==> src/rtl/twwd_pkg.sv <==
// Package for the task window watchdog: channel payload structs, table entry
// layout, operating mode codes and the constants of the window arithmetic.
// No dependencies.
package twwd_pkg;

	localparam int NUM_TASKS_DEF = 8;

	localparam int MODE_W   = 2;
	localparam int INDEX_W  = 4;
	localparam int RUN_MS_W = 16;
	localparam int PERIOD_W = 24;
	localparam int PCT_W    = 8;
	localparam int RT_W     = 32;
	localparam int MASK_W   = 8;
	localparam int TICK_W   = 8;

	localparam logic [TICK_W-1:0] CHECK_TICKS_RST = 8'd4;

	localparam logic [MODE_W-1:0] MODE_REPORT   = 2'd0;
	localparam logic [MODE_W-1:0] MODE_TICK     = 2'd1;
	localparam logic [MODE_W-1:0] MODE_SET      = 2'd2;
	localparam logic [MODE_W-1:0] MODE_INACTIVE = 2'd3;

	// period / 100 is computed as (period * RECIP_100) >> RECIP_SHIFT. The
	// reciprocal overshoots 2^32/100 by 4/100, and 4 * 2^24 < 2^32 keeps the
	// quotient exact for every 24-bit period.
	localparam int RECIP_W     = 26;
	localparam int RECIP_SHIFT = 32;
	localparam logic [RECIP_W-1:0] RECIP_100 = 26'd42949673;
	localparam int PROD_W      = PERIOD_W + RECIP_W;
	localparam int UNIT_W      = PROD_W - RECIP_SHIFT;
	localparam int WIN_W       = UNIT_W + PCT_W;

	typedef struct packed {
		logic [MODE_W-1:0]   mode;
		logic [INDEX_W-1:0]  task_index;
		logic [RUN_MS_W-1:0] run_ms;
		logic [PERIOD_W-1:0] period_ms;
		logic [PCT_W-1:0]    min_pct;
		logic [PCT_W-1:0]    max_pct;
		logic                inactive_flag;
	} cmd_t;

	typedef struct packed {
		logic                kick;
		logic                check_done;
		logic                failed;
		logic [INDEX_W-1:0]  fail_index;
		logic [RT_W-1:0]     fail_run_time;
		logic [MASK_W-1:0]   suspended_mask;
		logic                bad_index;
	} res_t;

	typedef struct packed {
		logic [RT_W-1:0]     accum;
		logic [PERIOD_W-1:0] period;
		logic [PCT_W-1:0]    min_pct;
		logic [PCT_W-1:0]    max_pct;
		logic                inactive;
	} entry_t;

endpackage

==> src/rtl/twwd_ram.sv <==
// Generic single-clock RAM with one write port and one registered read port.
// No dependencies.
module twwd_ram #(
	parameter int WIDTH = 8,
	parameter int DEPTH = 8,
	localparam int AW = (DEPTH > 1) ? $clog2(DEPTH) : 1
) (
	input  logic             clk,
	input  logic             we,
	input  logic [AW-1:0]    waddr,
	input  logic [WIDTH-1:0] wdata,
	input  logic             re,
	input  logic [AW-1:0]    raddr,
	output logic [WIDTH-1:0] rdata
);

	logic [WIDTH-1:0] mem [DEPTH];

	always_ff @(posedge clk) begin
		if (we) begin
			mem[waddr] <= wdata;
		end
		if (re) begin
			rdata <= mem[raddr];
		end
	end

endmodule

==> src/rtl/task_window_watchdog_core.sv <==
// Task window watchdog core: top level with the control sequencer, the window
// arithmetic and the result register. Depends on twwd_pkg and twwd_ram.
//
// The block monitors a table of NUM_TASKS tasks held in one RAM word per task
// (run-time accumulator, period, window percentages, inactive flag). A command
// transfer either adds reported run time to an entry (saturating), writes an
// entry's settings, writes its inactive flag, or delivers a half-timeout tick.
// Every tick before a failure asks for a watchdog kick; every check_ticks ticks
// the tick also walks the table and tests each accumulator against the window
// [(period/100)*min_pct, (period/100)*max_pct]. Passing or inactive entries are
// cleared, inactive entries that were outside the window show up in
// suspended_mask, and the first active entry outside its window ends the walk
// and latches a sticky failure that freezes the block until reset. Each command
// yields exactly one result transfer. Commands are handled one at a time: a
// report, set or inactive command passes through RD and UPD to DONE, a tick
// without a check or a command with a bad index or arriving after failure goes
// straight to DONE, and a tick that checks passes each entry in turn through
// RD, MUL1, MUL2 and CMP: the RAM read, the two multiply stages and the
// write-back. The result register lets the next command be taken while the
// previous result still waits on res_ready. The table is reset to zero through
// per-entry valid flops, so no clearing pass is needed.
module task_window_watchdog_core
	import twwd_pkg::*;
#(
	parameter int NUM_TASKS = NUM_TASKS_DEF
) (
	input  logic              clk,
	input  logic              arst_n,
	input  logic              check_ticks_we,
	input  logic [TICK_W-1:0] check_ticks_wdata,
	input  logic              cmd_valid,
	output logic              cmd_ready,
	input  cmd_t              cmd,
	output logic              res_valid,
	input  logic              res_ready,
	output res_t              res
);

	localparam int AW    = (NUM_TASKS > 1) ? $clog2(NUM_TASKS) : 1;
	localparam int ENT_W = $bits(entry_t);
	localparam logic [AW-1:0] LAST_IDX = AW'(NUM_TASKS - 1);
	localparam logic [INDEX_W:0] NUM_TASKS_X = (INDEX_W+1)'(NUM_TASKS);

	localparam logic [2:0] ST_IDLE = 3'd0;
	localparam logic [2:0] ST_RD   = 3'd1;
	localparam logic [2:0] ST_UPD  = 3'd2;
	localparam logic [2:0] ST_MUL1 = 3'd3;
	localparam logic [2:0] ST_MUL2 = 3'd4;
	localparam logic [2:0] ST_CMP  = 3'd5;
	localparam logic [2:0] ST_DONE = 3'd6;

	logic [2:0] state_q;

	// Configuration and sticky status.
	logic [TICK_W-1:0]  check_ticks_q;
	logic [TICK_W-1:0]  tick_count_q;
	logic               failed_q;
	logic [INDEX_W-1:0] fail_index_q;
	logic [RT_W-1:0]    fail_rt_q;

	// Per-command context.
	cmd_t               cmd_q;
	logic               walk_q;
	logic [AW-1:0]      idx_q;
	logic               kick_q;
	logic               done_q;
	logic               bad_q;
	logic [MASK_W-1:0]  mask_q;

	// Valid bit per table entry; an entry never written reads as all zero.
	logic [NUM_TASKS-1:0] valid_q;
	logic                 rd_valid_s1;

	// Window pipeline.
	entry_t             ent_s1;
	logic [UNIT_W-1:0]  unit_s1;
	logic [WIN_W-1:0]   lo_s2;
	logic [WIN_W-1:0]   hi_s2;

	// RAM port.
	logic               ram_we;
	logic [AW-1:0]      ram_waddr;
	entry_t             ram_wdata;
	logic               ram_re;
	logic [ENT_W-1:0]   ram_rdata;
	entry_t             ent_rd;

	res_t               res_q;
	logic               res_valid_q;

	logic               accept;
	logic               out_free;
	logic               idx_bad;
	logic [TICK_W-1:0]  tick_next;
	logic               check_now;
	logic [PROD_W-1:0]  unit_prod;
	logic [RT_W:0]      rt_sum;
	logic               in_window;

	twwd_ram #(
		.WIDTH(ENT_W),
		.DEPTH(NUM_TASKS)
	) u_table (
		.clk  (clk),
		.we   (ram_we),
		.waddr(ram_waddr),
		.wdata(ram_wdata),
		.re   (ram_re),
		.raddr(idx_q),
		.rdata(ram_rdata)
	);

	assign cmd_ready = (state_q == ST_IDLE);
	assign accept    = cmd_valid && cmd_ready;
	assign out_free  = !res_valid_q || res_ready;
	assign res_valid = res_valid_q;
	assign res       = res_q;

	assign idx_bad   = {1'b0, cmd.task_index} >= NUM_TASKS_X;
	assign tick_next = tick_count_q + TICK_W'(1);
	assign check_now = tick_next >= check_ticks_q;

	assign ram_re    = (state_q == ST_RD);
	assign ent_rd    = rd_valid_s1 ? entry_t'(ram_rdata) : '0;
	assign unit_prod = PROD_W'(ent_rd.period) * PROD_W'(RECIP_100);
	assign rt_sum    = {1'b0, ent_rd.accum} + (RT_W+1)'(cmd_q.run_ms);
	assign in_window = (ent_s1.accum >= RT_W'(lo_s2)) &&
	                   (ent_s1.accum <= RT_W'(hi_s2));

	// Write-back: single-entry commands modify the word just read; the walk
	// clears the accumulator of an entry that passed or is inactive.
	always_comb begin
		ram_we    = 1'b0;
		ram_waddr = idx_q;
		ram_wdata = ent_s1;
		if (state_q == ST_UPD) begin
			ram_we    = 1'b1;
			ram_wdata = ent_rd;
			case (cmd_q.mode)
				MODE_REPORT: begin
					ram_wdata.accum = rt_sum[RT_W] ? '1 : rt_sum[RT_W-1:0];
				end
				MODE_SET: begin
					ram_wdata.period   = cmd_q.period_ms;
					ram_wdata.min_pct  = cmd_q.min_pct;
					ram_wdata.max_pct  = cmd_q.max_pct;
					ram_wdata.inactive = 1'b0;
				end
				default: begin
					ram_wdata.inactive = cmd_q.inactive_flag;
				end
			endcase
		end else if (state_q == ST_CMP) begin
			ram_we          = in_window || ent_s1.inactive;
			ram_wdata       = ent_s1;
			ram_wdata.accum = '0;
		end
	end

	always_ff @(posedge clk or negedge arst_n) begin
		if (!arst_n) begin
			check_ticks_q <= CHECK_TICKS_RST;
		end else if (check_ticks_we) begin
			check_ticks_q <= check_ticks_wdata;
		end
	end

	always_ff @(posedge clk or negedge arst_n) begin
		if (!arst_n) begin
			valid_q <= '0;
		end else if (ram_we) begin
			valid_q[ram_waddr] <= 1'b1;
		end
	end

	// Sequencer. A command is latched at its transfer; a tick that checks
	// runs RD, MUL1, MUL2, CMP once per entry and stops at the first failure.
	always_ff @(posedge clk or negedge arst_n) begin
		if (!arst_n) begin
			state_q      <= ST_IDLE;
			tick_count_q <= '0;
			failed_q     <= 1'b0;
			fail_index_q <= '0;
			fail_rt_q    <= '0;
			walk_q       <= 1'b0;
			idx_q        <= '0;
			kick_q       <= 1'b0;
			done_q       <= 1'b0;
			bad_q        <= 1'b0;
			mask_q       <= '0;
		end else begin
			unique case (state_q)
				ST_IDLE: begin
					if (accept) begin
						kick_q <= 1'b0;
						done_q <= 1'b0;
						bad_q  <= 1'b0;
						mask_q <= '0;
						walk_q <= 1'b0;
						idx_q  <= '0;
						state_q <= ST_DONE;
						if (!failed_q) begin
							if (cmd.mode == MODE_TICK) begin
								kick_q <= 1'b1;
								if (check_now) begin
									tick_count_q <= '0;
									done_q       <= 1'b1;
									walk_q       <= 1'b1;
									state_q      <= ST_RD;
								end else begin
									tick_count_q <= tick_next;
								end
							end else if (idx_bad) begin
								bad_q <= 1'b1;
							end else begin
								idx_q   <= cmd.task_index[AW-1:0];
								state_q <= ST_RD;
							end
						end
					end
				end
				ST_RD: begin
					state_q <= walk_q ? ST_MUL1 : ST_UPD;
				end
				ST_UPD: begin
					state_q <= ST_DONE;
				end
				ST_MUL1: begin
					state_q <= ST_MUL2;
				end
				ST_MUL2: begin
					state_q <= ST_CMP;
				end
				ST_CMP: begin
					if (in_window || ent_s1.inactive) begin
						if (!in_window) begin
							mask_q <= mask_q | (MASK_W'(1) << idx_q);
						end
						if (idx_q == LAST_IDX) begin
							state_q <= ST_DONE;
						end else begin
							idx_q   <= idx_q + AW'(1);
							state_q <= ST_RD;
						end
					end else begin
						failed_q     <= 1'b1;
						fail_index_q <= INDEX_W'(idx_q);
						fail_rt_q    <= ent_s1.accum;
						state_q      <= ST_DONE;
					end
				end
				ST_DONE: begin
					if (out_free) begin
						state_q <= ST_IDLE;
					end
				end
				default: begin
					state_q <= ST_IDLE;
				end
			endcase
		end
	end

	always_ff @(posedge clk) begin
		if (accept) begin
			cmd_q <= cmd;
		end
		if (ram_re) begin
			rd_valid_s1 <= valid_q[idx_q];
		end
		if (state_q == ST_MUL1) begin
			ent_s1  <= ent_rd;
			unit_s1 <= unit_prod[PROD_W-1:RECIP_SHIFT];
		end
		if (state_q == ST_MUL2) begin
			lo_s2 <= WIN_W'(unit_s1) * WIN_W'(ent_s1.min_pct);
			hi_s2 <= WIN_W'(unit_s1) * WIN_W'(ent_s1.max_pct);
		end
	end

	// Result register: loaded once per command, freeing the sequencer to take
	// the next command transfer while this result waits.
	always_ff @(posedge clk or negedge arst_n) begin
		if (!arst_n) begin
			res_valid_q <= 1'b0;
		end else if (state_q == ST_DONE && out_free) begin
			res_valid_q <= 1'b1;
		end else if (res_ready) begin
			res_valid_q <= 1'b0;
		end
	end

	always_ff @(posedge clk) begin
		if (state_q == ST_DONE && out_free) begin
			res_q.kick           <= kick_q;
			res_q.check_done     <= done_q;
			res_q.failed         <= failed_q;
			res_q.fail_index     <= fail_index_q;
			res_q.fail_run_time  <= fail_rt_q;
			res_q.suspended_mask <= mask_q;
			res_q.bad_index      <= bad_q;
		end
	end

	// The failure latch never clears once set.
	a_failed_sticky: assert property (@(posedge clk) disable iff (!arst_n)
		failed_q |=> failed_q)
		else $error("failure latch cleared");

	// The table is only written while a command is being worked on.
	a_no_write_idle: assert property (@(posedge clk) disable iff (!arst_n)
		(state_q == ST_IDLE || state_q == ST_DONE) |-> !ram_we)
		else $error("table write outside command processing");

	// A rejected index never comes with a kick or a check.
	a_bad_quiet: assert property (@(posedge clk) disable iff (!arst_n)
		(res_valid_q && res_q.bad_index) |-> (!res_q.kick && !res_q.check_done))
		else $error("bad index result carries tick flags");

	// Suspended entries are reported only by a check.
	a_mask_check: assert property (@(posedge clk) disable iff (!arst_n)
		(res_valid_q && !res_q.check_done) |-> (res_q.suspended_mask == '0))
		else $error("suspended mask without a check");

endmodule

==> config.mk <==
export PLATFORM = sky130hd
export DESIGN_NAME = task_window_watchdog_core
export DESIGN_NICKNAME = d
export VERILOG_FILES = /design/src/rtl/twwd_pkg.sv /design/src/rtl/twwd_ram.sv /design/src/rtl/task_window_watchdog_core.sv
export SDC_FILE = /design/constraint.sdc
export NUM_CORES = 2
export LEC_CHECK = 0
export BUFFER_PORTS_ARGS = -buffer_cell sky130_fd_sc_hd__buf_2
export CORE_ASPECT_RATIO = 0.9
export CORE_MARGIN = 2
export CORE_UTILIZATION = 45
export CTS_CLUSTER_SIZE = 16
export DETAILED_ROUTE_END_ITERATION = 10
export SETUP_SLACK_MARGIN = 0.4
export SYNTH_ARGS = -nofsm -noshare
export SYNTH_HDL_FRONTEND = slang
export SYNTH_HIERARCHICAL = 1
export SYNTH_SLANG_ARGS = --single-unit
==> constraint.sdc <==
create_clock -name clk -period 9.5 [get_ports clk]
set_input_delay 1.425 -clock clk [delete_from_list [all_inputs] [get_ports clk]]
set_output_delay 1.425 -clock clk [all_outputs]
set_load 0.05 [all_outputs]
==> flow_summary_export.csv <==
group,metric,value,unit
placement,portBuffers,124,
run_status,status,"finished, final reports clean",
global_route,grt_pass1_vias,34180,
synth,yosysTopAreaCell,"edfxtp_1",
global_route,grt_pass1_wl,215.7,mm
placement,gp_congestion,0.9037,
sta,holdWs,0.4433,ns
critical_path,path_delay_family,"adder cells",
clocking,clockRootBuffer,"clkbuf_16",
critical_path,endpoint_kind,"register",
critical_path,worst_path_max_delay_cell,"fa_1",
clocking,htreeDepth,3,
floorplan,die_x,383.9,um
critical_path,worst-r2r-cell-count,24,
synth,syn_avg_cell_area,13.93,um2
clocking,cts_buffer_depth,3,
routing,drc,0,
sta,fin_crit,7.775,ns
clocking,numClockSinks,985,
synth,synth_edf_count,907,
critical_path,r2r_start,"rd_valid_s1",
synth,ys.flop_type,"edfxtp_1",
sta,hold_violations,0,
global_route,grt_overflow,0,
critical_path,path_cells,"buf_4 -> nand2_1 -> inv_1 -> fa_1 -> inv_1 -> fa_1 -> fa_1 -> fa_1 -> inv_1 -> fa_1 -> fa_1 -> inv_1 -> fa_1 -> inv_1 -> ha_1 -> and3_1 -> and4_1 -> and4_1 -> or3b_1 -> o21a_2 -> a221o_2 -> a21oi_2 -> o21bai_1 -> xor2_1",
floorplan,coreArea,129000,um2
sta,worstMarginPinSlew,1.171,ns
synth,ys_types,90,
synth,async_reset_ff_share,7.919,%
cells_and_area,syn2layout_area_growth,9.893,%
synth,synth_nets,5091,
floorplan,fp.dieArea,132800,um2
placement,dp_hpwl,97.47,mm
cells_and_area,antennaDiodeCount,0,
critical_path,crit_buf_inv,6,
synth,ys_ff_latch,985,
sta,rsz0062_at_grt,"false",
critical_path,r2r-end,"unit_s1[11]",
cells_and_area,nets,5225,
floorplan,start_util,45.29,%
clocking,cts_tree,"built",
global_route,grt_use_total,21.70,%
floorplan,io_pins,126,
global_route,antenna_found_initial,3,
routing,drt-pass1-iter-count,5,
min_path,min-delay-path-class,"reg2reg",
sta,slew_headroom,21.11,%
sta,finClkSkew,0.03744,ns
global_route,grt_max_degree,71,
clocking,cts_setup_buffers,0,
critical_path,slowest_delay,0.53,ns
routing,wirelength,141.3,mm
floorplan,rows,125,
synth,synth_top_area_share,46.60,%
critical_path,crit_fanout,44,
clocking,clock_latency,0.70,ns
synth,synth_area_leaders,"edfxtp_1 47%, fa_1 13%, ha_1 9.1%",
sta,clock.fmax,0.1286,GHz
critical_path,cp_data_arrival_time,8.19,ns
routing,wl_per_cell,23.04,um
sta,setup_tns,0,ns
critical_path,start_kind,"register",
min_path,hold_path_depth,0,
routing,num_vias,33290,
floorplan,die_y,345.9,um
critical_path,required,9.92,ns
clocking,numCtsBuffers,101,
cells_and_area,drive_gt1_share,11.68,%
critical_path,criticalPathCategory,"reg2reg",
clocking,hold_buffers,0,
synth,ys_warn_count,6,
routing,viasPerCell,5.430,
sta,setup_viol,0,
min_path,whs_endpoint,"res[15]",
cells_and_area,num-fill-cells,11090,
synth,syn-cell-area,58440,um2
sta,slew_viol_final,0,
sta,min_period_over_period,81.84,%
routing,drt_iter0_drc,2561,
flow_run,maxCapViolCount,0,
clocking,clkSlewWorstSetupHoldPaths,0.06,ns
critical_path,cp_common_cell,"fa_1",
min_path,min-delay-start,"fail_rt_q[6]",
synth,syn-instance-count,4196,
critical_path,regToRegSetupSlack,1.72,ns
clocking,cts_resized,0,
routing,ant_nets,0,
synth,ys_seq_area_share,49.94,%
==> cells in the mapped netlist, types with 7 or more instances <==
cell type	count
ha_1	426
buf_2	8
xnor2_1	64
nand2b_1	19
nand4_1	18
mux4_2	37
edfxtp_1	907
a211oi_1	21
and3_1	18
buf_6	21
nand3_1	35
o21bai_1	7
mux2_2	92
mux4_1	109
a31oi_1	11
o21a_1	17
a41o_1	7
a21o_1	41
nor2_1	109
xor2_1	19
or3_1	10
and2_1	201
a21oi_1	133
o21ai_0	118
dfrtp_1	77
clkbuf_8	14
clkbuf_1	90
mux2_4	17
mux2i_1	23
or2_2	8
fa_1	393
nand2_1	313
a22o_1	8
nor2b_1	15
nor3_1	28
inv_1	640
==> registers in the layout, summed over array words and instances (netlist names), 18 cells and up <==
signal / count
u_table/mem: 584
ent_s1: 73
u_table/rdata: 73
cmd_q: 59
res: 47
fail_rt_q: 32
hi_s2: 26
lo_s2: 26
unit_s1: 18
==> worst register-to-register path, stage by stage, from the launching register on <==
cell and delay (ns):
edfxtp_1 0.35, buf_4 0.48, nand2_1 0.32, inv_1 0.32
fa_1 0.49, inv_1 0.13, fa_1 0.47, fa_1 0.47
fa_1 0.51, inv_1 0.05, fa_1 0.38, fa_1 0.52
inv_1 0.06, fa_1 0.53, inv_1 0.04, ha_1 0.33
and3_1 0.21, and4_1 0.23, and4_1 0.20, or3b_1 0.37
o21a_2 0.26, a221o_2 0.37, a21oi_2 0.18, o21bai_1 0.09
xor2_1 0.14
==> per-stage QoR <==
step                setup slack [ns]  util (%)  std cells  instance area [um2]
floorplan                      1.671         -       4196                58440
global placement               1.854     47.15       5941                60830
detailed placement             1.767     47.15       5941                60830
CTS                            1.739     49.78       6131                64230
global route                   1.429     49.78       6131                64230
finish                         1.725     49.78       6131                64230
==> layout by cell type (no fill, tap or decap), types with 37 or more instances in the layout <==
master / Yosys / routed
edfxtp_1: 907 / 907
inv_1: 640 / 639
ha_1: 426 / 426
fa_1: 393 / 393
nand2_1: 313 / 312
and2_1: 201 / 201
a21oi_1: 133 / 133
buf_2: 8 / 123
o21ai_0: 118 / 118
mux4_1: 109 / 109
clkbuf_16: 0 / 105
nor2_1: 109 / 102
mux2_2: 92 / 92
dfrtp_1: 77 / 74
xnor2_1: 64 / 64
buf_4: 1 / 46
a21o_1: 41 / 41
mux4_2: 37 / 37
==> layer usage <==
layer,track usage [%],wire length [um],vias up
met1,32.75,66800,17100
met3,3.494,8139,156
met4,3.994,2353,0
met5,0,0,-
li1,-,-,15090
met2,33.40,63990,946
==> cells by family (layout without fill, tap and decap cells) <==
family | count (synthesis) | in the layout | synth area share, %
adders and majority gates | 819 | 819 | 22.58
DFF | 985 | 985 | 49.94
and+or+nand+nor | 797 | 797 | 6.714
muxes | 278 | 278 | 8.930
xor gates and xnor gates | 83 | 83 | 1.244
buffers and inverters | 778 | 999 | 5.530
AOI/OAI and AO/OA | 455 | 455 | 5.050
other | 1 | 1 | 0.006416
==> layout make-up <==
type	count	area (um2)	share of cell area, %
Clock buffer	138	2821	4.393
Clock inverter	52	570.5	0.8884
Inverter	640	2404	3.742
Multi-Input combinational cell	2433	26120	40.68
Sequential cell	985	29200	45.47
Tap cell	1714	2145	3.339
Timing Repair Buffer	169	960.9	1.496
==> how the worst max path moves through the flow <==
stage / startpoint / to / slack [ns] / cells after the start
CTS: rd_valid_s1 / unit_s1[11] / 1.74 / 24
floorplan: ent_s1[50] / u_table/mem[0][0] / 1.67 / 11
global route: rd_valid_s1 / unit_s1[17] / 1.43 / 25
finish: rd_valid_s1 / unit_s1[11] / 1.72 / 24
global placement: rd_valid_s1 / unit_s1[11] / 1.85 / 24
detailed placement: rd_valid_s1 / unit_s1[11] / 1.77 / 24
Power is not shown: default switching activity piles up to over one toggle a cycle in this logic, so the estimate is an artifact.
